<file path="src/ecnd_pkg.sv">
`timescale 1ns / 1ps
`default_nettype none
package ecnd_pkg;

   localparam int unsigned DIV_W = 56;
   localparam int unsigned DVS_W = 32;
   localparam int unsigned DIV_STEPS = DIV_W / 2;
   localparam int unsigned DIV_CNT_W = 5;
   localparam int unsigned MUL_A_W = 32;
   localparam int unsigned MUL_B_W = 18;
   localparam int unsigned MUL_W = MUL_A_W + MUL_B_W;
   localparam int unsigned ACC_W = 56;
   localparam int unsigned CSR_INDEX_W = 3;
   localparam int unsigned CSR_DATA_W = 24;

   localparam logic [16:0] Q16_ONE = 17'h10000;
   localparam logic [17:0] Q17_TWO = 18'h20000;
   localparam logic [34:0] ROUND_HALF = 35'h8000;

   localparam logic [CSR_INDEX_W-1:0] CSR_GAIN = 3'd0;
   localparam logic [CSR_INDEX_W-1:0] CSR_ALPHA_INIT = 3'd1;
   localparam logic [CSR_INDEX_W-1:0] CSR_BETA_INIT = 3'd2;
   localparam logic [CSR_INDEX_W-1:0] CSR_THRESHOLD = 3'd3;
   localparam logic [CSR_INDEX_W-1:0] CSR_MIN_RTT_INIT = 3'd4;
   localparam logic [CSR_INDEX_W-1:0] CSR_SEG_SIZE = 3'd5;

   localparam logic [16:0] GAIN_RESET = 17'd4096;
   localparam logic [15:0] THRESHOLD_RESET = 16'd5;
   localparam logic [23:0] MIN_RTT_RESET = 24'd100;
   localparam logic [15:0] SEG_SIZE_RESET = 16'd536;

   typedef enum logic [4:0] {
      ST_IDLE, ST_ACKED, ST_COUNT, ST_SEGS_GO, ST_SEGS_WAIT, ST_TGT_LO, ST_TGT_HI,
      ST_TGT_SUM, ST_TGT_GO, ST_TGT_WAIT, ST_WEND, ST_FE_GO, ST_FE_WAIT, ST_FD_GO,
      ST_FD_WAIT, ST_EA_MUL, ST_EA_MUL2, ST_EA_SUM, ST_EB_MUL, ST_EB_MUL2, ST_EB_SUM,
      ST_CUT_MUL, ST_CUT_SET, ST_SS_MUL, ST_RSP
   } state_type;

   typedef enum logic [4:0] {
      OP_NONE, OP_LOAD, OP_ACKED, OP_COUNT, OP_SEGS_GO, OP_SEGS_GET, OP_TGT_LO,
      OP_TGT_HI, OP_TGT_SUM, OP_TGT_GO, OP_TGT_GET, OP_FE_GO, OP_FE_GET, OP_FD_GO,
      OP_FD_GET, OP_EA_MUL, OP_EA_MUL2, OP_EA_SUM, OP_EB_MUL, OP_EB_MUL2, OP_EB_SUM,
      OP_CUT_MUL, OP_CUT_SET, OP_SS_MUL, OP_RSP
   } op_type;

   typedef struct packed {
      op_type op;
   } dp_cmd_type;

   typedef struct packed {
      logic div_done;
      logic rtt_zero;
      logic close;
   } dp_status_type;

   function automatic logic [31:0] sat_add32(input logic [31:0] a, input logic [31:0] b);
      logic [32:0] s;
      s = {1'b0, a} + {1'b0, b};
      return s[32] ? 32'hFFFF_FFFF : s[31:0];
   endfunction

   function automatic logic [16:0] clamp_q16(input logic [55:0] v);
      return (v > 56'(Q16_ONE)) ? Q16_ONE : v[16:0];
   endfunction

endpackage
`default_nettype wire

</file>
<file path="src/ecn_and_delay_congestion_estimator.sv">
// A beat steps through the controller states; an RTT sample adds the segment and target
//   divisions, and a window end adds the ECN and delay fraction divisions and EWMA steps
//   (two-bit-per-cycle divider). A single divider and multiplier serve all the steps.
// A finished result waits in the output register while the next beat is accepted.
// Reset (synchronous, active high) loads register defaults, clears counters, rsp_valid.
`timescale 1ns / 1ps
`default_nettype none
module ecn_and_delay_congestion_estimator (
   input  wire logic                              clock,
   input  wire logic                              reset,
   input  wire logic                              req_valid,
   output logic                                   req_ready,
   input  wire logic [15:0]                       req_segments_acked,
   input  wire logic [23:0]                       req_rtt_us,
   input  wire logic [31:0]                       req_cwnd_bytes,
   input  wire logic                              req_ece_received,
   input  wire logic [31:0]                       req_last_acked_seq,
   input  wire logic [31:0]                       req_next_tx_seq,
   output logic                                   rsp_valid,
   input  wire logic                              rsp_ready,
   output logic      [31:0]                       rsp_cwnd_out,
   output logic                                   rsp_cwnd_reduced,
   output logic      [31:0]                       rsp_ssthresh_on_ecn,
   output logic                                   rsp_window_closed,
   output logic      [16:0]                       rsp_alpha_out,
   output logic      [16:0]                       rsp_beta_out,
   input  wire logic                              csr_valid,
   output logic                                   csr_ready,
   input  wire logic [ecnd_pkg::CSR_INDEX_W-1:0]  csr_index,
   input  wire logic [ecnd_pkg::CSR_DATA_W-1:0]   csr_data
);

   ecnd_pkg::dp_cmd_type    cmd;
   ecnd_pkg::dp_status_type status;

   assign csr_ready = 1'b1;

   ecnd_ctrl u_ctrl (
      .clock     (clock),
      .reset     (reset),
      .req_valid (req_valid),
      .req_ready (req_ready),
      .rsp_valid (rsp_valid),
      .rsp_ready (rsp_ready),
      .status    (status),
      .cmd       (cmd)
   );

   ecnd_datapath u_dp (
      .clock               (clock),
      .reset               (reset),
      .cmd                 (cmd),
      .status              (status),
      .csr_valid           (csr_valid),
      .csr_index           (csr_index),
      .csr_data            (csr_data),
      .req_segments_acked  (req_segments_acked),
      .req_rtt_us          (req_rtt_us),
      .req_cwnd_bytes      (req_cwnd_bytes),
      .req_ece_received    (req_ece_received),
      .req_last_acked_seq  (req_last_acked_seq),
      .req_next_tx_seq     (req_next_tx_seq),
      .rsp_cwnd_out        (rsp_cwnd_out),
      .rsp_cwnd_reduced    (rsp_cwnd_reduced),
      .rsp_ssthresh_on_ecn (rsp_ssthresh_on_ecn),
      .rsp_window_closed   (rsp_window_closed),
      .rsp_alpha_out       (rsp_alpha_out),
      .rsp_beta_out        (rsp_beta_out)
   );

endmodule
`default_nettype wire

</file>
<file path="src/ecnd_div.sv">
`timescale 1ns / 1ps
`default_nettype none
module ecnd_div (
   input  wire logic                          clock,
   input  wire logic                          reset,
   input  wire logic                          start,
   input  wire logic [ecnd_pkg::DIV_W-1:0]    dividend,
   input  wire logic [ecnd_pkg::DVS_W-1:0]    divisor,
   output logic      [ecnd_pkg::DIV_W-1:0]    quotient,
   output logic                               done
);

   logic                             busy_ff, busy_in;
   logic                             done_ff, done_in;
   logic [ecnd_pkg::DIV_CNT_W-1:0]   cnt_ff, cnt_in;
   logic [ecnd_pkg::DVS_W-1:0]       rem_ff, rem_in;
   logic [ecnd_pkg::DIV_W-1:0]       quo_ff, quo_in;
   logic [ecnd_pkg::DVS_W-1:0]       dvs_ff, dvs_in;

   logic [ecnd_pkg::DVS_W:0]         r1, r2;
   logic                             ge1, ge2;
   logic [ecnd_pkg::DVS_W-1:0]       rem1, rem2;
   logic [ecnd_pkg::DIV_W-1:0]       q1, q2;

   always_comb begin
      r1   = {rem_ff, quo_ff[ecnd_pkg::DIV_W-1]};
      ge1  = r1 >= {1'b0, dvs_ff};
      rem1 = ge1 ? ecnd_pkg::DVS_W'(r1 - {1'b0, dvs_ff}) : r1[ecnd_pkg::DVS_W-1:0];
      q1   = {quo_ff[ecnd_pkg::DIV_W-2:0], ge1};
      r2   = {rem1, q1[ecnd_pkg::DIV_W-1]};
      ge2  = r2 >= {1'b0, dvs_ff};
      rem2 = ge2 ? ecnd_pkg::DVS_W'(r2 - {1'b0, dvs_ff}) : r2[ecnd_pkg::DVS_W-1:0];
      q2   = {q1[ecnd_pkg::DIV_W-2:0], ge2};
   end

   always_comb begin
      busy_in = busy_ff;
      done_in = 1'b0;
      cnt_in  = cnt_ff;
      rem_in  = rem_ff;
      quo_in  = quo_ff;
      dvs_in  = dvs_ff;
      if (start) begin
         busy_in = 1'b1;
         cnt_in  = ecnd_pkg::DIV_CNT_W'(ecnd_pkg::DIV_STEPS - 1);
         rem_in  = '0;
         quo_in  = dividend;
         dvs_in  = divisor;
      end else if (busy_ff) begin
         rem_in = rem2;
         quo_in = q2;
         cnt_in = cnt_ff - 1'b1;
         if (cnt_ff == '0) begin
            busy_in = 1'b0;
            done_in = 1'b1;
         end
      end
   end

   always_ff @(posedge clock) begin
      if (reset) begin
         busy_ff <= 1'b0;
         done_ff <= 1'b0;
      end else begin
         busy_ff <= busy_in;
         done_ff <= done_in;
      end
   end

   always_ff @(posedge clock) begin
      cnt_ff <= cnt_in;
      rem_ff <= rem_in;
      quo_ff <= quo_in;
      dvs_ff <= dvs_in;
   end

   assign quotient = quo_ff;
   assign done     = done_ff;

endmodule
`default_nettype wire

</file>
<file path="src/ecnd_datapath.sv">
`timescale 1ns / 1ps
`default_nettype none
module ecnd_datapath (
   input  wire logic                              clock,
   input  wire logic                              reset,
   input  wire ecnd_pkg::dp_cmd_type              cmd,
   output ecnd_pkg::dp_status_type                status,
   input  wire logic                              csr_valid,
   input  wire logic [ecnd_pkg::CSR_INDEX_W-1:0]  csr_index,
   input  wire logic [ecnd_pkg::CSR_DATA_W-1:0]   csr_data,
   input  wire logic [15:0]                       req_segments_acked,
   input  wire logic [23:0]                       req_rtt_us,
   input  wire logic [31:0]                       req_cwnd_bytes,
   input  wire logic                              req_ece_received,
   input  wire logic [31:0]                       req_last_acked_seq,
   input  wire logic [31:0]                       req_next_tx_seq,
   output logic      [31:0]                       rsp_cwnd_out,
   output logic                                   rsp_cwnd_reduced,
   output logic      [31:0]                       rsp_ssthresh_on_ecn,
   output logic                                   rsp_window_closed,
   output logic      [16:0]                       rsp_alpha_out,
   output logic      [16:0]                       rsp_beta_out
);

   logic [16:0] gain_ff;
   logic [15:0] thr_ff;
   logic [15:0] seg_ff;
   logic [23:0] min_ff;
   logic [16:0] alpha_ff;
   logic [16:0] beta_ff;
   logic [31:0] total_ff, ecn_ff, dly_ff;
   logic [31:0] wend_ff;
   logic        wvalid_ff;
   logic        cut_ff, closed_ff;

   logic [15:0] segs_ff;
   logic [23:0] rtt_ff;
   logic [31:0] cwnd_ff;
   logic        ece_ff;
   logic [31:0] lack_ff, ntx_ff;
   logic [31:0] acked_ff, csegs_ff, cutval_ff;
   logic [16:0] fe_ff, fd_ff;
   logic [ecnd_pkg::MUL_W-1:0] mul_ff;
   logic [ecnd_pkg::ACC_W-1:0] acc_ff;

   logic [31:0] rsp_cwnd_ff, rsp_ss_ff;
   logic        rsp_reduced_ff, rsp_closed_ff;
   logic [16:0] rsp_alpha_ff, rsp_beta_ff;

   logic [ecnd_pkg::MUL_A_W-1:0] mul_a;
   logic [ecnd_pkg::MUL_B_W-1:0] mul_b;
   logic [ecnd_pkg::MUL_W-1:0]   mul_in;
   logic                         div_start;
   logic [ecnd_pkg::DIV_W-1:0]   div_dividend, div_quo;
   logic [ecnd_pkg::DVS_W-1:0]   div_divisor;
   logic                         div_done;
   logic [31:0]                  lag, tgt_diff, cut_raw, floor2;
   logic [34:0]                  ewma_sum;
   logic [16:0]                  ewma_new, csr_q16;

   always_comb begin
      mul_a = '0;
      mul_b = '0;
      case (cmd.op)
         ecnd_pkg::OP_ACKED: begin
            mul_a = {16'b0, segs_ff};
            mul_b = {2'b0, seg_ff};
         end
         ecnd_pkg::OP_TGT_LO: begin
            mul_a = csegs_ff;
            mul_b = {6'b0, min_ff[11:0]};
         end
         ecnd_pkg::OP_TGT_HI: begin
            mul_a = csegs_ff;
            mul_b = {6'b0, min_ff[23:12]};
         end
         ecnd_pkg::OP_EA_MUL: begin
            mul_a = {15'b0, ecnd_pkg::Q16_ONE - gain_ff};
            mul_b = {1'b0, alpha_ff};
         end
         ecnd_pkg::OP_EA_MUL2: begin
            mul_a = {15'b0, gain_ff};
            mul_b = {1'b0, fe_ff};
         end
         ecnd_pkg::OP_EB_MUL: begin
            mul_a = {15'b0, ecnd_pkg::Q16_ONE - gain_ff};
            mul_b = {1'b0, beta_ff};
         end
         ecnd_pkg::OP_EB_MUL2: begin
            mul_a = {15'b0, gain_ff};
            mul_b = {1'b0, fd_ff};
         end
         ecnd_pkg::OP_CUT_MUL: begin
            mul_a = cwnd_ff;
            mul_b = ecnd_pkg::Q17_TWO - {1'b0, beta_ff};
         end
         ecnd_pkg::OP_SS_MUL: begin
            mul_a = cwnd_ff;
            mul_b = ecnd_pkg::Q17_TWO - {1'b0, alpha_ff};
         end
         default: begin
            mul_a = '0;
            mul_b = '0;
         end
      endcase
   end

   assign mul_in = {{ecnd_pkg::MUL_B_W{1'b0}}, mul_a} * {{ecnd_pkg::MUL_A_W{1'b0}}, mul_b};

   always_comb begin
      div_start    = 1'b0;
      div_dividend = '0;
      div_divisor  = '0;
      case (cmd.op)
         ecnd_pkg::OP_SEGS_GO: begin
            div_start    = 1'b1;
            div_dividend = {24'b0, cwnd_ff};
            div_divisor  = {16'b0, seg_ff};
         end
         ecnd_pkg::OP_TGT_GO: begin
            div_start    = 1'b1;
            div_dividend = acc_ff;
            div_divisor  = {8'b0, rtt_ff};
         end
         ecnd_pkg::OP_FE_GO: begin
            div_start    = 1'b1;
            div_dividend = {8'b0, ecn_ff, 16'b0};
            div_divisor  = total_ff;
         end
         ecnd_pkg::OP_FD_GO: begin
            div_start    = 1'b1;
            div_dividend = {8'b0, dly_ff, 16'b0};
            div_divisor  = total_ff;
         end
         default: begin
            div_start = 1'b0;
         end
      endcase
   end

   ecnd_div u_div (
      .clock    (clock),
      .reset    (reset),
      .start    (div_start),
      .dividend (div_dividend),
      .divisor  (div_divisor),
      .quotient (div_quo),
      .done     (div_done)
   );

   always_comb begin
      lag      = lack_ff - wend_ff;
      tgt_diff = csegs_ff - div_quo[31:0];
      ewma_sum = acc_ff[34:0] + mul_ff[34:0] + ecnd_pkg::ROUND_HALF;
      ewma_new = ecnd_pkg::clamp_q16(56'(ewma_sum[34:16]));
      cut_raw  = mul_ff[48:17];
      floor2   = {15'b0, seg_ff, 1'b0};
      csr_q16  = ecnd_pkg::clamp_q16(56'(csr_data[16:0]));
   end

   always_ff @(posedge clock) begin
      if (reset) begin
         gain_ff   <= ecnd_pkg::GAIN_RESET;
         thr_ff    <= ecnd_pkg::THRESHOLD_RESET;
         seg_ff    <= ecnd_pkg::SEG_SIZE_RESET;
         min_ff    <= ecnd_pkg::MIN_RTT_RESET;
         alpha_ff  <= ecnd_pkg::Q16_ONE;
         beta_ff   <= ecnd_pkg::Q16_ONE;
         total_ff  <= '0;
         ecn_ff    <= '0;
         dly_ff    <= '0;
         wend_ff   <= '0;
         wvalid_ff <= 1'b0;
         cut_ff    <= 1'b0;
         closed_ff <= 1'b0;
      end else begin
         case (cmd.op)
            ecnd_pkg::OP_LOAD: begin
               cut_ff    <= 1'b0;
               closed_ff <= 1'b0;
            end
            ecnd_pkg::OP_COUNT: begin
               total_ff <= ecnd_pkg::sat_add32(total_ff, mul_ff[31:0]);
               if (ece_ff) begin
                  ecn_ff <= ecnd_pkg::sat_add32(ecn_ff, mul_ff[31:0]);
               end
               if ((rtt_ff != '0) && (rtt_ff < min_ff)) begin
                  min_ff <= rtt_ff;
               end
               if (!wvalid_ff) begin
                  wend_ff   <= ntx_ff;
                  wvalid_ff <= 1'b1;
               end
            end
            ecnd_pkg::OP_TGT_GET: begin
               if (tgt_diff >= {16'b0, thr_ff}) begin
                  dly_ff <= ecnd_pkg::sat_add32(dly_ff, acked_ff);
               end
            end
            ecnd_pkg::OP_EA_SUM: begin
               alpha_ff <= ewma_new;
            end
            ecnd_pkg::OP_EB_SUM: begin
               beta_ff   <= ewma_new;
               cut_ff    <= (total_ff != '0) && (ecn_ff == '0) && (dly_ff != '0);
               closed_ff <= 1'b1;
               wend_ff   <= ntx_ff;
               total_ff  <= '0;
               ecn_ff    <= '0;
               dly_ff    <= '0;
            end
            default: begin
               closed_ff <= closed_ff;
            end
         endcase
         if (csr_valid) begin
            case (csr_index)
               ecnd_pkg::CSR_GAIN:         gain_ff  <= csr_q16;
               ecnd_pkg::CSR_ALPHA_INIT:   alpha_ff <= csr_q16;
               ecnd_pkg::CSR_BETA_INIT:    beta_ff  <= csr_q16;
               ecnd_pkg::CSR_THRESHOLD:    thr_ff   <= csr_data[15:0];
               ecnd_pkg::CSR_MIN_RTT_INIT: min_ff   <= csr_data;
               ecnd_pkg::CSR_SEG_SIZE:     seg_ff   <= csr_data[15:0];
               default:                    thr_ff   <= thr_ff;
            endcase
         end
      end
   end

   always_ff @(posedge clock) begin
      case (cmd.op)
         ecnd_pkg::OP_LOAD: begin
            segs_ff <= req_segments_acked;
            rtt_ff  <= req_rtt_us;
            cwnd_ff <= req_cwnd_bytes;
            ece_ff  <= req_ece_received;
            lack_ff <= req_last_acked_seq;
            ntx_ff  <= req_next_tx_seq;
         end
         ecnd_pkg::OP_ACKED, ecnd_pkg::OP_TGT_LO, ecnd_pkg::OP_EA_MUL,
         ecnd_pkg::OP_EB_MUL, ecnd_pkg::OP_CUT_MUL, ecnd_pkg::OP_SS_MUL: begin
            mul_ff <= mul_in;
         end
         ecnd_pkg::OP_COUNT: begin
            acked_ff <= mul_ff[31:0];
         end
         ecnd_pkg::OP_SEGS_GET: begin
            csegs_ff <= (seg_ff == '0) ? '0 : div_quo[31:0];
         end
         ecnd_pkg::OP_TGT_HI, ecnd_pkg::OP_EA_MUL2, ecnd_pkg::OP_EB_MUL2: begin
            acc_ff <= ecnd_pkg::ACC_W'(mul_ff);
            mul_ff <= mul_in;
         end
         ecnd_pkg::OP_TGT_SUM: begin
            acc_ff <= acc_ff + {mul_ff[43:0], 12'b0};
         end
         ecnd_pkg::OP_FE_GET: begin
            fe_ff <= (total_ff == '0) ? '0 : ecnd_pkg::clamp_q16(div_quo);
         end
         ecnd_pkg::OP_FD_GET: begin
            fd_ff <= (total_ff == '0) ? '0 : ecnd_pkg::clamp_q16(div_quo);
         end
         ecnd_pkg::OP_CUT_SET: begin
            cutval_ff <= (cut_raw > floor2) ? cut_raw : floor2;
         end
         ecnd_pkg::OP_RSP: begin
            rsp_cwnd_ff    <= cut_ff ? cutval_ff : cwnd_ff;
            rsp_reduced_ff <= cut_ff;
            rsp_ss_ff      <= mul_ff[48:17];
            rsp_closed_ff  <= closed_ff;
            rsp_alpha_ff   <= alpha_ff;
            rsp_beta_ff    <= beta_ff;
         end
         default: begin
            acc_ff <= acc_ff;
         end
      endcase
   end

   assign status.div_done = div_done;
   assign status.rtt_zero = (rtt_ff == '0);
   assign status.close    = !lag[31];

   assign rsp_cwnd_out        = rsp_cwnd_ff;
   assign rsp_cwnd_reduced    = rsp_reduced_ff;
   assign rsp_ssthresh_on_ecn = rsp_ss_ff;
   assign rsp_window_closed   = rsp_closed_ff;
   assign rsp_alpha_out       = rsp_alpha_ff;
   assign rsp_beta_out        = rsp_beta_ff;

endmodule
`default_nettype wire

</file>
<file path="src/ecnd_ctrl.sv">
`timescale 1ns / 1ps
`default_nettype none
module ecnd_ctrl (
   input  wire logic                     clock,
   input  wire logic                     reset,
   input  wire logic                     req_valid,
   output logic                          req_ready,
   output logic                          rsp_valid,
   input  wire logic                     rsp_ready,
   input  wire ecnd_pkg::dp_status_type  status,
   output ecnd_pkg::dp_cmd_type          cmd
);

   ecnd_pkg::state_type state_ff, state_in;
   logic                rsp_valid_ff, rsp_valid_in;
   logic                out_free;

   assign out_free = !rsp_valid_ff || rsp_ready;

   always_comb begin
      state_in = state_ff;
      case (state_ff)
         ecnd_pkg::ST_IDLE:      if (req_valid) state_in = ecnd_pkg::ST_ACKED;
         ecnd_pkg::ST_ACKED:     state_in = ecnd_pkg::ST_COUNT;
         ecnd_pkg::ST_COUNT:     state_in = status.rtt_zero ? ecnd_pkg::ST_WEND
                                                            : ecnd_pkg::ST_SEGS_GO;
         ecnd_pkg::ST_SEGS_GO:   state_in = ecnd_pkg::ST_SEGS_WAIT;
         ecnd_pkg::ST_SEGS_WAIT: if (status.div_done) state_in = ecnd_pkg::ST_TGT_LO;
         ecnd_pkg::ST_TGT_LO:    state_in = ecnd_pkg::ST_TGT_HI;
         ecnd_pkg::ST_TGT_HI:    state_in = ecnd_pkg::ST_TGT_SUM;
         ecnd_pkg::ST_TGT_SUM:   state_in = ecnd_pkg::ST_TGT_GO;
         ecnd_pkg::ST_TGT_GO:    state_in = ecnd_pkg::ST_TGT_WAIT;
         ecnd_pkg::ST_TGT_WAIT:  if (status.div_done) state_in = ecnd_pkg::ST_WEND;
         ecnd_pkg::ST_WEND:      state_in = status.close ? ecnd_pkg::ST_FE_GO
                                                         : ecnd_pkg::ST_SS_MUL;
         ecnd_pkg::ST_FE_GO:     state_in = ecnd_pkg::ST_FE_WAIT;
         ecnd_pkg::ST_FE_WAIT:   if (status.div_done) state_in = ecnd_pkg::ST_FD_GO;
         ecnd_pkg::ST_FD_GO:     state_in = ecnd_pkg::ST_FD_WAIT;
         ecnd_pkg::ST_FD_WAIT:   if (status.div_done) state_in = ecnd_pkg::ST_EA_MUL;
         ecnd_pkg::ST_EA_MUL:    state_in = ecnd_pkg::ST_EA_MUL2;
         ecnd_pkg::ST_EA_MUL2:   state_in = ecnd_pkg::ST_EA_SUM;
         ecnd_pkg::ST_EA_SUM:    state_in = ecnd_pkg::ST_EB_MUL;
         ecnd_pkg::ST_EB_MUL:    state_in = ecnd_pkg::ST_EB_MUL2;
         ecnd_pkg::ST_EB_MUL2:   state_in = ecnd_pkg::ST_EB_SUM;
         ecnd_pkg::ST_EB_SUM:    state_in = ecnd_pkg::ST_CUT_MUL;
         ecnd_pkg::ST_CUT_MUL:   state_in = ecnd_pkg::ST_CUT_SET;
         ecnd_pkg::ST_CUT_SET:   state_in = ecnd_pkg::ST_SS_MUL;
         ecnd_pkg::ST_SS_MUL:    state_in = ecnd_pkg::ST_RSP;
         ecnd_pkg::ST_RSP:       if (out_free) state_in = ecnd_pkg::ST_IDLE;
         default:                state_in = ecnd_pkg::ST_IDLE;
      endcase
   end

   always_comb begin
      cmd.op = ecnd_pkg::OP_NONE;
      case (state_ff)
         ecnd_pkg::ST_IDLE:      if (req_valid) cmd.op = ecnd_pkg::OP_LOAD;
         ecnd_pkg::ST_ACKED:     cmd.op = ecnd_pkg::OP_ACKED;
         ecnd_pkg::ST_COUNT:     cmd.op = ecnd_pkg::OP_COUNT;
         ecnd_pkg::ST_SEGS_GO:   cmd.op = ecnd_pkg::OP_SEGS_GO;
         ecnd_pkg::ST_SEGS_WAIT: if (status.div_done) cmd.op = ecnd_pkg::OP_SEGS_GET;
         ecnd_pkg::ST_TGT_LO:    cmd.op = ecnd_pkg::OP_TGT_LO;
         ecnd_pkg::ST_TGT_HI:    cmd.op = ecnd_pkg::OP_TGT_HI;
         ecnd_pkg::ST_TGT_SUM:   cmd.op = ecnd_pkg::OP_TGT_SUM;
         ecnd_pkg::ST_TGT_GO:    cmd.op = ecnd_pkg::OP_TGT_GO;
         ecnd_pkg::ST_TGT_WAIT:  if (status.div_done) cmd.op = ecnd_pkg::OP_TGT_GET;
         ecnd_pkg::ST_WEND:      cmd.op = ecnd_pkg::OP_NONE;
         ecnd_pkg::ST_FE_GO:     cmd.op = ecnd_pkg::OP_FE_GO;
         ecnd_pkg::ST_FE_WAIT:   if (status.div_done) cmd.op = ecnd_pkg::OP_FE_GET;
         ecnd_pkg::ST_FD_GO:     cmd.op = ecnd_pkg::OP_FD_GO;
         ecnd_pkg::ST_FD_WAIT:   if (status.div_done) cmd.op = ecnd_pkg::OP_FD_GET;
         ecnd_pkg::ST_EA_MUL:    cmd.op = ecnd_pkg::OP_EA_MUL;
         ecnd_pkg::ST_EA_MUL2:   cmd.op = ecnd_pkg::OP_EA_MUL2;
         ecnd_pkg::ST_EA_SUM:    cmd.op = ecnd_pkg::OP_EA_SUM;
         ecnd_pkg::ST_EB_MUL:    cmd.op = ecnd_pkg::OP_EB_MUL;
         ecnd_pkg::ST_EB_MUL2:   cmd.op = ecnd_pkg::OP_EB_MUL2;
         ecnd_pkg::ST_EB_SUM:    cmd.op = ecnd_pkg::OP_EB_SUM;
         ecnd_pkg::ST_CUT_MUL:   cmd.op = ecnd_pkg::OP_CUT_MUL;
         ecnd_pkg::ST_CUT_SET:   cmd.op = ecnd_pkg::OP_CUT_SET;
         ecnd_pkg::ST_SS_MUL:    cmd.op = ecnd_pkg::OP_SS_MUL;
         ecnd_pkg::ST_RSP:       if (out_free) cmd.op = ecnd_pkg::OP_RSP;
         default:                cmd.op = ecnd_pkg::OP_NONE;
      endcase
   end

   always_comb begin
      rsp_valid_in = rsp_valid_ff;
      if (rsp_ready) begin
         rsp_valid_in = 1'b0;
      end
      if (cmd.op == ecnd_pkg::OP_RSP) begin
         rsp_valid_in = 1'b1;
      end
   end

   always_ff @(posedge clock) begin
      if (reset) begin
         state_ff     <= ecnd_pkg::ST_IDLE;
         rsp_valid_ff <= 1'b0;
      end else begin
         state_ff     <= state_in;
         rsp_valid_ff <= rsp_valid_in;
      end
   end

   assign req_ready = (state_ff == ecnd_pkg::ST_IDLE);
   assign rsp_valid = rsp_valid_ff;

endmodule
`default_nettype wire

</file>
<file path="config.mk">
export PLATFORM = sky130hd
export DESIGN_NAME = ecn_and_delay_congestion_estimator
export DESIGN_NICKNAME = d
export VERILOG_FILES = /design/src/ecnd_pkg.sv /design/src/ecn_and_delay_congestion_estimator.sv /design/src/ecnd_div.sv /design/src/ecnd_datapath.sv /design/src/ecnd_ctrl.sv
export SDC_FILE = /design/constraint.sdc
export NUM_CORES = 2
export LEC_CHECK = 0
export BUFFER_PORTS_ARGS = -buffer_cell sky130_fd_sc_hd__buf_4
export CELL_PAD_IN_SITES_DETAIL_PLACEMENT = 0
export CELL_PAD_IN_SITES_GLOBAL_PLACEMENT = 2
export CORE_ASPECT_RATIO = 2
export CORE_UTILIZATION = 37
export DETAILED_ROUTE_END_ITERATION = 10
export GPL_ROUTABILITY_DRIVEN = 0
export PLACE_DENSITY = 0.76
export SLEW_MARGIN = 20
export SYNTH_ARGS = -nofsm -noshare
export SYNTH_HDL_FRONTEND = slang
export SYNTH_SLANG_ARGS = --single-unit
</file>
<file path="constraint.sdc">
create_clock -name clock -period 13.5 [get_ports clock]
set_clock_uncertainty 0.15 [all_clocks]
set_input_delay 0 -clock clock [delete_from_list [all_inputs] [get_ports clock]]
set_output_delay 0 -clock clock [all_outputs]
set_load 0.1 [all_outputs]
</file>
==> impl_metrics.csv <==
group,metric,value,unit
setup_path,max_stage_delay,0.87,ns
final_layout,final_common_cell,"inv_1",
grt,grt_max_degree,101,
floorplanning,initial_core_util,37.32,%
setup_path,cp_slowest_cell,"a211o_1",
setup_path,critPathRequiredTime,13.79,ns
drt,drt-total-wl,278600,um
logic_synthesis,syn_area,67800,um^2
timing,rsz0062_at_grt,"false",
place,placed_cells_incl_taps,9590,
flow_run,cap_violations,0,
timing,drv_slew,0,
floorplanning,rows,221,
timing,setup_viol,0,
setup_path,worstSetupStartpointType,"flip-flop",
drt,drt_iter0_markers,4126,
final_layout,utilization,43.69,%
clock_network,cts_buffer_depth,3,
power,cellPowerDensity,130.9,nW/um^2
place,place_ws,2.430,ns
floorplanning,die_h,607.4,um
clock_network,cts.sinks,844,
grt,antenna_found_initial,6,
setup_path,cp_max_fo,22,
power,seq_power_share,31.6,%
setup_path,cp-end-kind,"flip-flop",
power,pwr-share-comb,42.9,%
drt,vias_per_cell,5.737,
logic_synthesis,async_reset_ff_share,0,%
timing,period_share,83.01,%
timing,hold_viol_final,0,
logic_synthesis,ys_types,99,
final_layout,drive_gt1_share,10.07,%
grt,gr-total-overflow,0,
run_status,outcome,"finished clean",
setup_path,crit_type,"reg -> reg",
logic_synthesis,syn_area_per_cell,9.470,um^2
power,power_switching,4.150,mW
timing,period_needed,11.21,ns
grt,grt_pass1_vias,60111,
timing,tns,0,ns
drt,vias,57940,
logic_synthesis,synth_warnings,0,
power,p_sw_share,39.96,%
timing,max_freq,0.08924,GHz
floorplanning,fp.dieW,304.7,um
place,dp_hpwl,218400,um
final_layout,area_growth,17.07,%
grt,grt_first_pass_wirelength,398400,um
clock_network,ctsResizeCount,0,
timing,worst_slack,2.294,ns
drt,wl_per_cell,27.58,um
floorplanning,ioPinCount,272,
logic_synthesis,ys.flop_type,"edfxtp_1",
setup_path,cp.arrival,11.49,ns
clock_network,cts_root_buf,"clkbuf_16",
final_layout,multi_input_area,40960,um^2
setup_path,critPathMostFrequentCell,"fa_1",
final_layout,post-route-cell-area,79370,um^2
logic_synthesis,synth_edf_count,561,
final_layout,final_nets,8848,
floorplanning,coreArea,181700,um^2
power,p_leak,34.13,nW
final_layout,fin_cells,10100,
timing,worstMarginPinSlew,1.280,ns
drt,drc_errors,0,
place,placed_cell_area,72850,um^2
logic_synthesis,yosysSeqAreaShare,33.21,%
final_layout,regArea,22510,um^2
power,ir_worst_vdd,0.2005,mV
logic_synthesis,syn-num-nets,8326,
final_layout,fillCellCount,17482,
clock_network,clk_latency,0.74,ns
drt,firstDrtPassIters,10,
timing,slew-limit-headroom,14.37,%
floorplanning,die-area,185100,um^2
clock_network,cts_buffers,87,
power,clockPowerShare,25.5,%
drt,drtAntennaViolNets,0,
setup_path,path_delay_family,"adder cells",
clock_network,worst_setup_hold_path_clk_slew,0.06,ns
grt,gr-usage-all-layers,29.63,%
final_layout,layout_common_cells,"inv_1, nand2_1, edfxtp_1, ha_1",
power,power,10.39,mW
worst_hold_path,min_path_type,"in -> reg",
clock_network,h-tree-depth,3,
timing,hold_slack,0.04695,ns
power,p_int,6.235,mW
place,io_buffers,270,
logic_synthesis,synthCells,7159,
clock_network,post-cts-setup-buffers,0,
setup_path,worst-path-buf-inv,6,
logic_synthesis,synth-seq-cells,844,
clock_network,cts_tree,"yes",
metal layers:
metal,global-route usage [%],vias to the layer above,part of all wire (%),wire length [um]
li1,-,26113,-,-
met1,28.12,28961,32,90490
met2,56.00,2008,53,148000
met3,3.600,856,4.3,12050
met4,25.10,2,10,28030
met5,0,-,0.0047,13
sequential cells by signal, indices dropped and copies added (netlist names), 24 cells and up:
register / count
u_dp.lack_ff: 32
u_dp.wend_ff: 32
u_dp.cwnd_ff: 32
u_dp.mul_ff: 50
u_dp.rsp_cwnd_out: 32
u_dp.rtt_ff: 24
u_dp.u_div.dvs_ff: 32
u_dp.cutval_ff: 32
u_dp.u_div.rem_ff: 32
u_dp.ecn_ff: 32
u_dp.u_div.quotient: 56
u_dp.acc_ff: 56
u_dp.min_ff: 24
u_dp.csegs_ff: 32
u_dp.acked_ff: 32
u_dp.dly_ff: 32
u_dp.total_ff: 32
u_dp.rsp_ssthresh_on_ecn: 32
u_dp.ntx_ff: 32
logic make-up (layout without fill, tap and decap cells):
group                    count (synthesis)  after routing  share of synthesized area, %
flip-flops                             844            844                         33.21
buffers and inverters                 1201           1798                         6.830
AO/OA/AOI/OAI                         1654           1654                         16.25
XOR/XNOR                               272            272                         3.514
adder cells (fa/ha/maj)                998            998                         23.81
multiplexers                           162            162                         2.556
AND/OR/NAND/NOR                       2027           2027                         13.82
other                                    1              4                      0.005531
worst register-to-register path, delay by kind of cell (launching register included):
family / cells / cell delay [ns]
buffers and inverters: 6 / 0.63
xor gates and xnor gates: 2 / 0.37
muxes: 2 / 0.52
adders and majority gates: 8 / 3.75
DFF: 1 / 0.67
and+or+nand+nor: 8 / 2.03
AOI/OAI and AO/OA: 10 / 2.82
area by class of cell:
type	instances	share of cell area (%)
multi-input combinational	5114	51.60
sequential	844	28.37
tap	2341	3.691
clock buffer	115	3.085
clock inverter	49	0.7299
antenna	3	0.009459
timing repair buffer	773	8.433
inverter	861	4.080
synth_stat cells, types with 80 or more instances:
library cell | instances | area, um^2
inv_1 | 860 | 3228
nand2_1 | 789 | 2962
edfxtp_1 | 561 | 16850
ha_1 | 511 | 6394
a21oi_1 | 492 | 2462
nor2_1 | 489 | 1836
fa_1 | 487 | 9749
clkbuf_1 | 285 | 1070
dfxtp_1 | 283 | 5665
o21ai_0 | 250 | 1251
a21o_1 | 188 | 1411
xnor2_1 | 174 | 1524
nand3_1 | 116 | 580.6
a211oi_1 | 105 | 788.3
nor3_1 | 102 | 510.5
xor2_1 | 98 | 858.3
mux2_2 | 89 | 1002
a22oi_1 | 86 | 645.6
nor4_1 | 81 | 506.7
and2_1 | 80 | 500.5
power groups by stage:
stage          clock, mW  sequential (mW)  combinational (mW)
2_1_floorplan          0             3.20                2.98
5_1_grt             2.78             3.29                4.78
3_5_place_dp           0             3.32                4.32
3_3_place_gp           0             3.32                4.30
6_report            2.65             3.28                4.46
4_1_cts             2.70             3.27                4.42
repair_timing:
item / in CTS / in global routing
endpoints found under the setup margin: 0 / 0
hold endpoints to repair: 318 / 0
hold buffers: 341 / 0
worst paths after layout:
path / cells after the start / endpoint / from / slack (ns)
worst min-delay path: 4 / u_dp.thr_ff[5] / csr_data[5] / 0.05
worst max-delay path: 36 / u_dp.mul_ff[49] / u_ctrl.state_ff[0] / 2.29
worst min register to register: 2 / u_dp.wend_ff[2] / u_dp.wend_ff[2] / 0.30
worst max register to register: 36 / u_dp.mul_ff[49] / u_ctrl.state_ff[0] / 2.29
(Power assumes the default switching activity.)
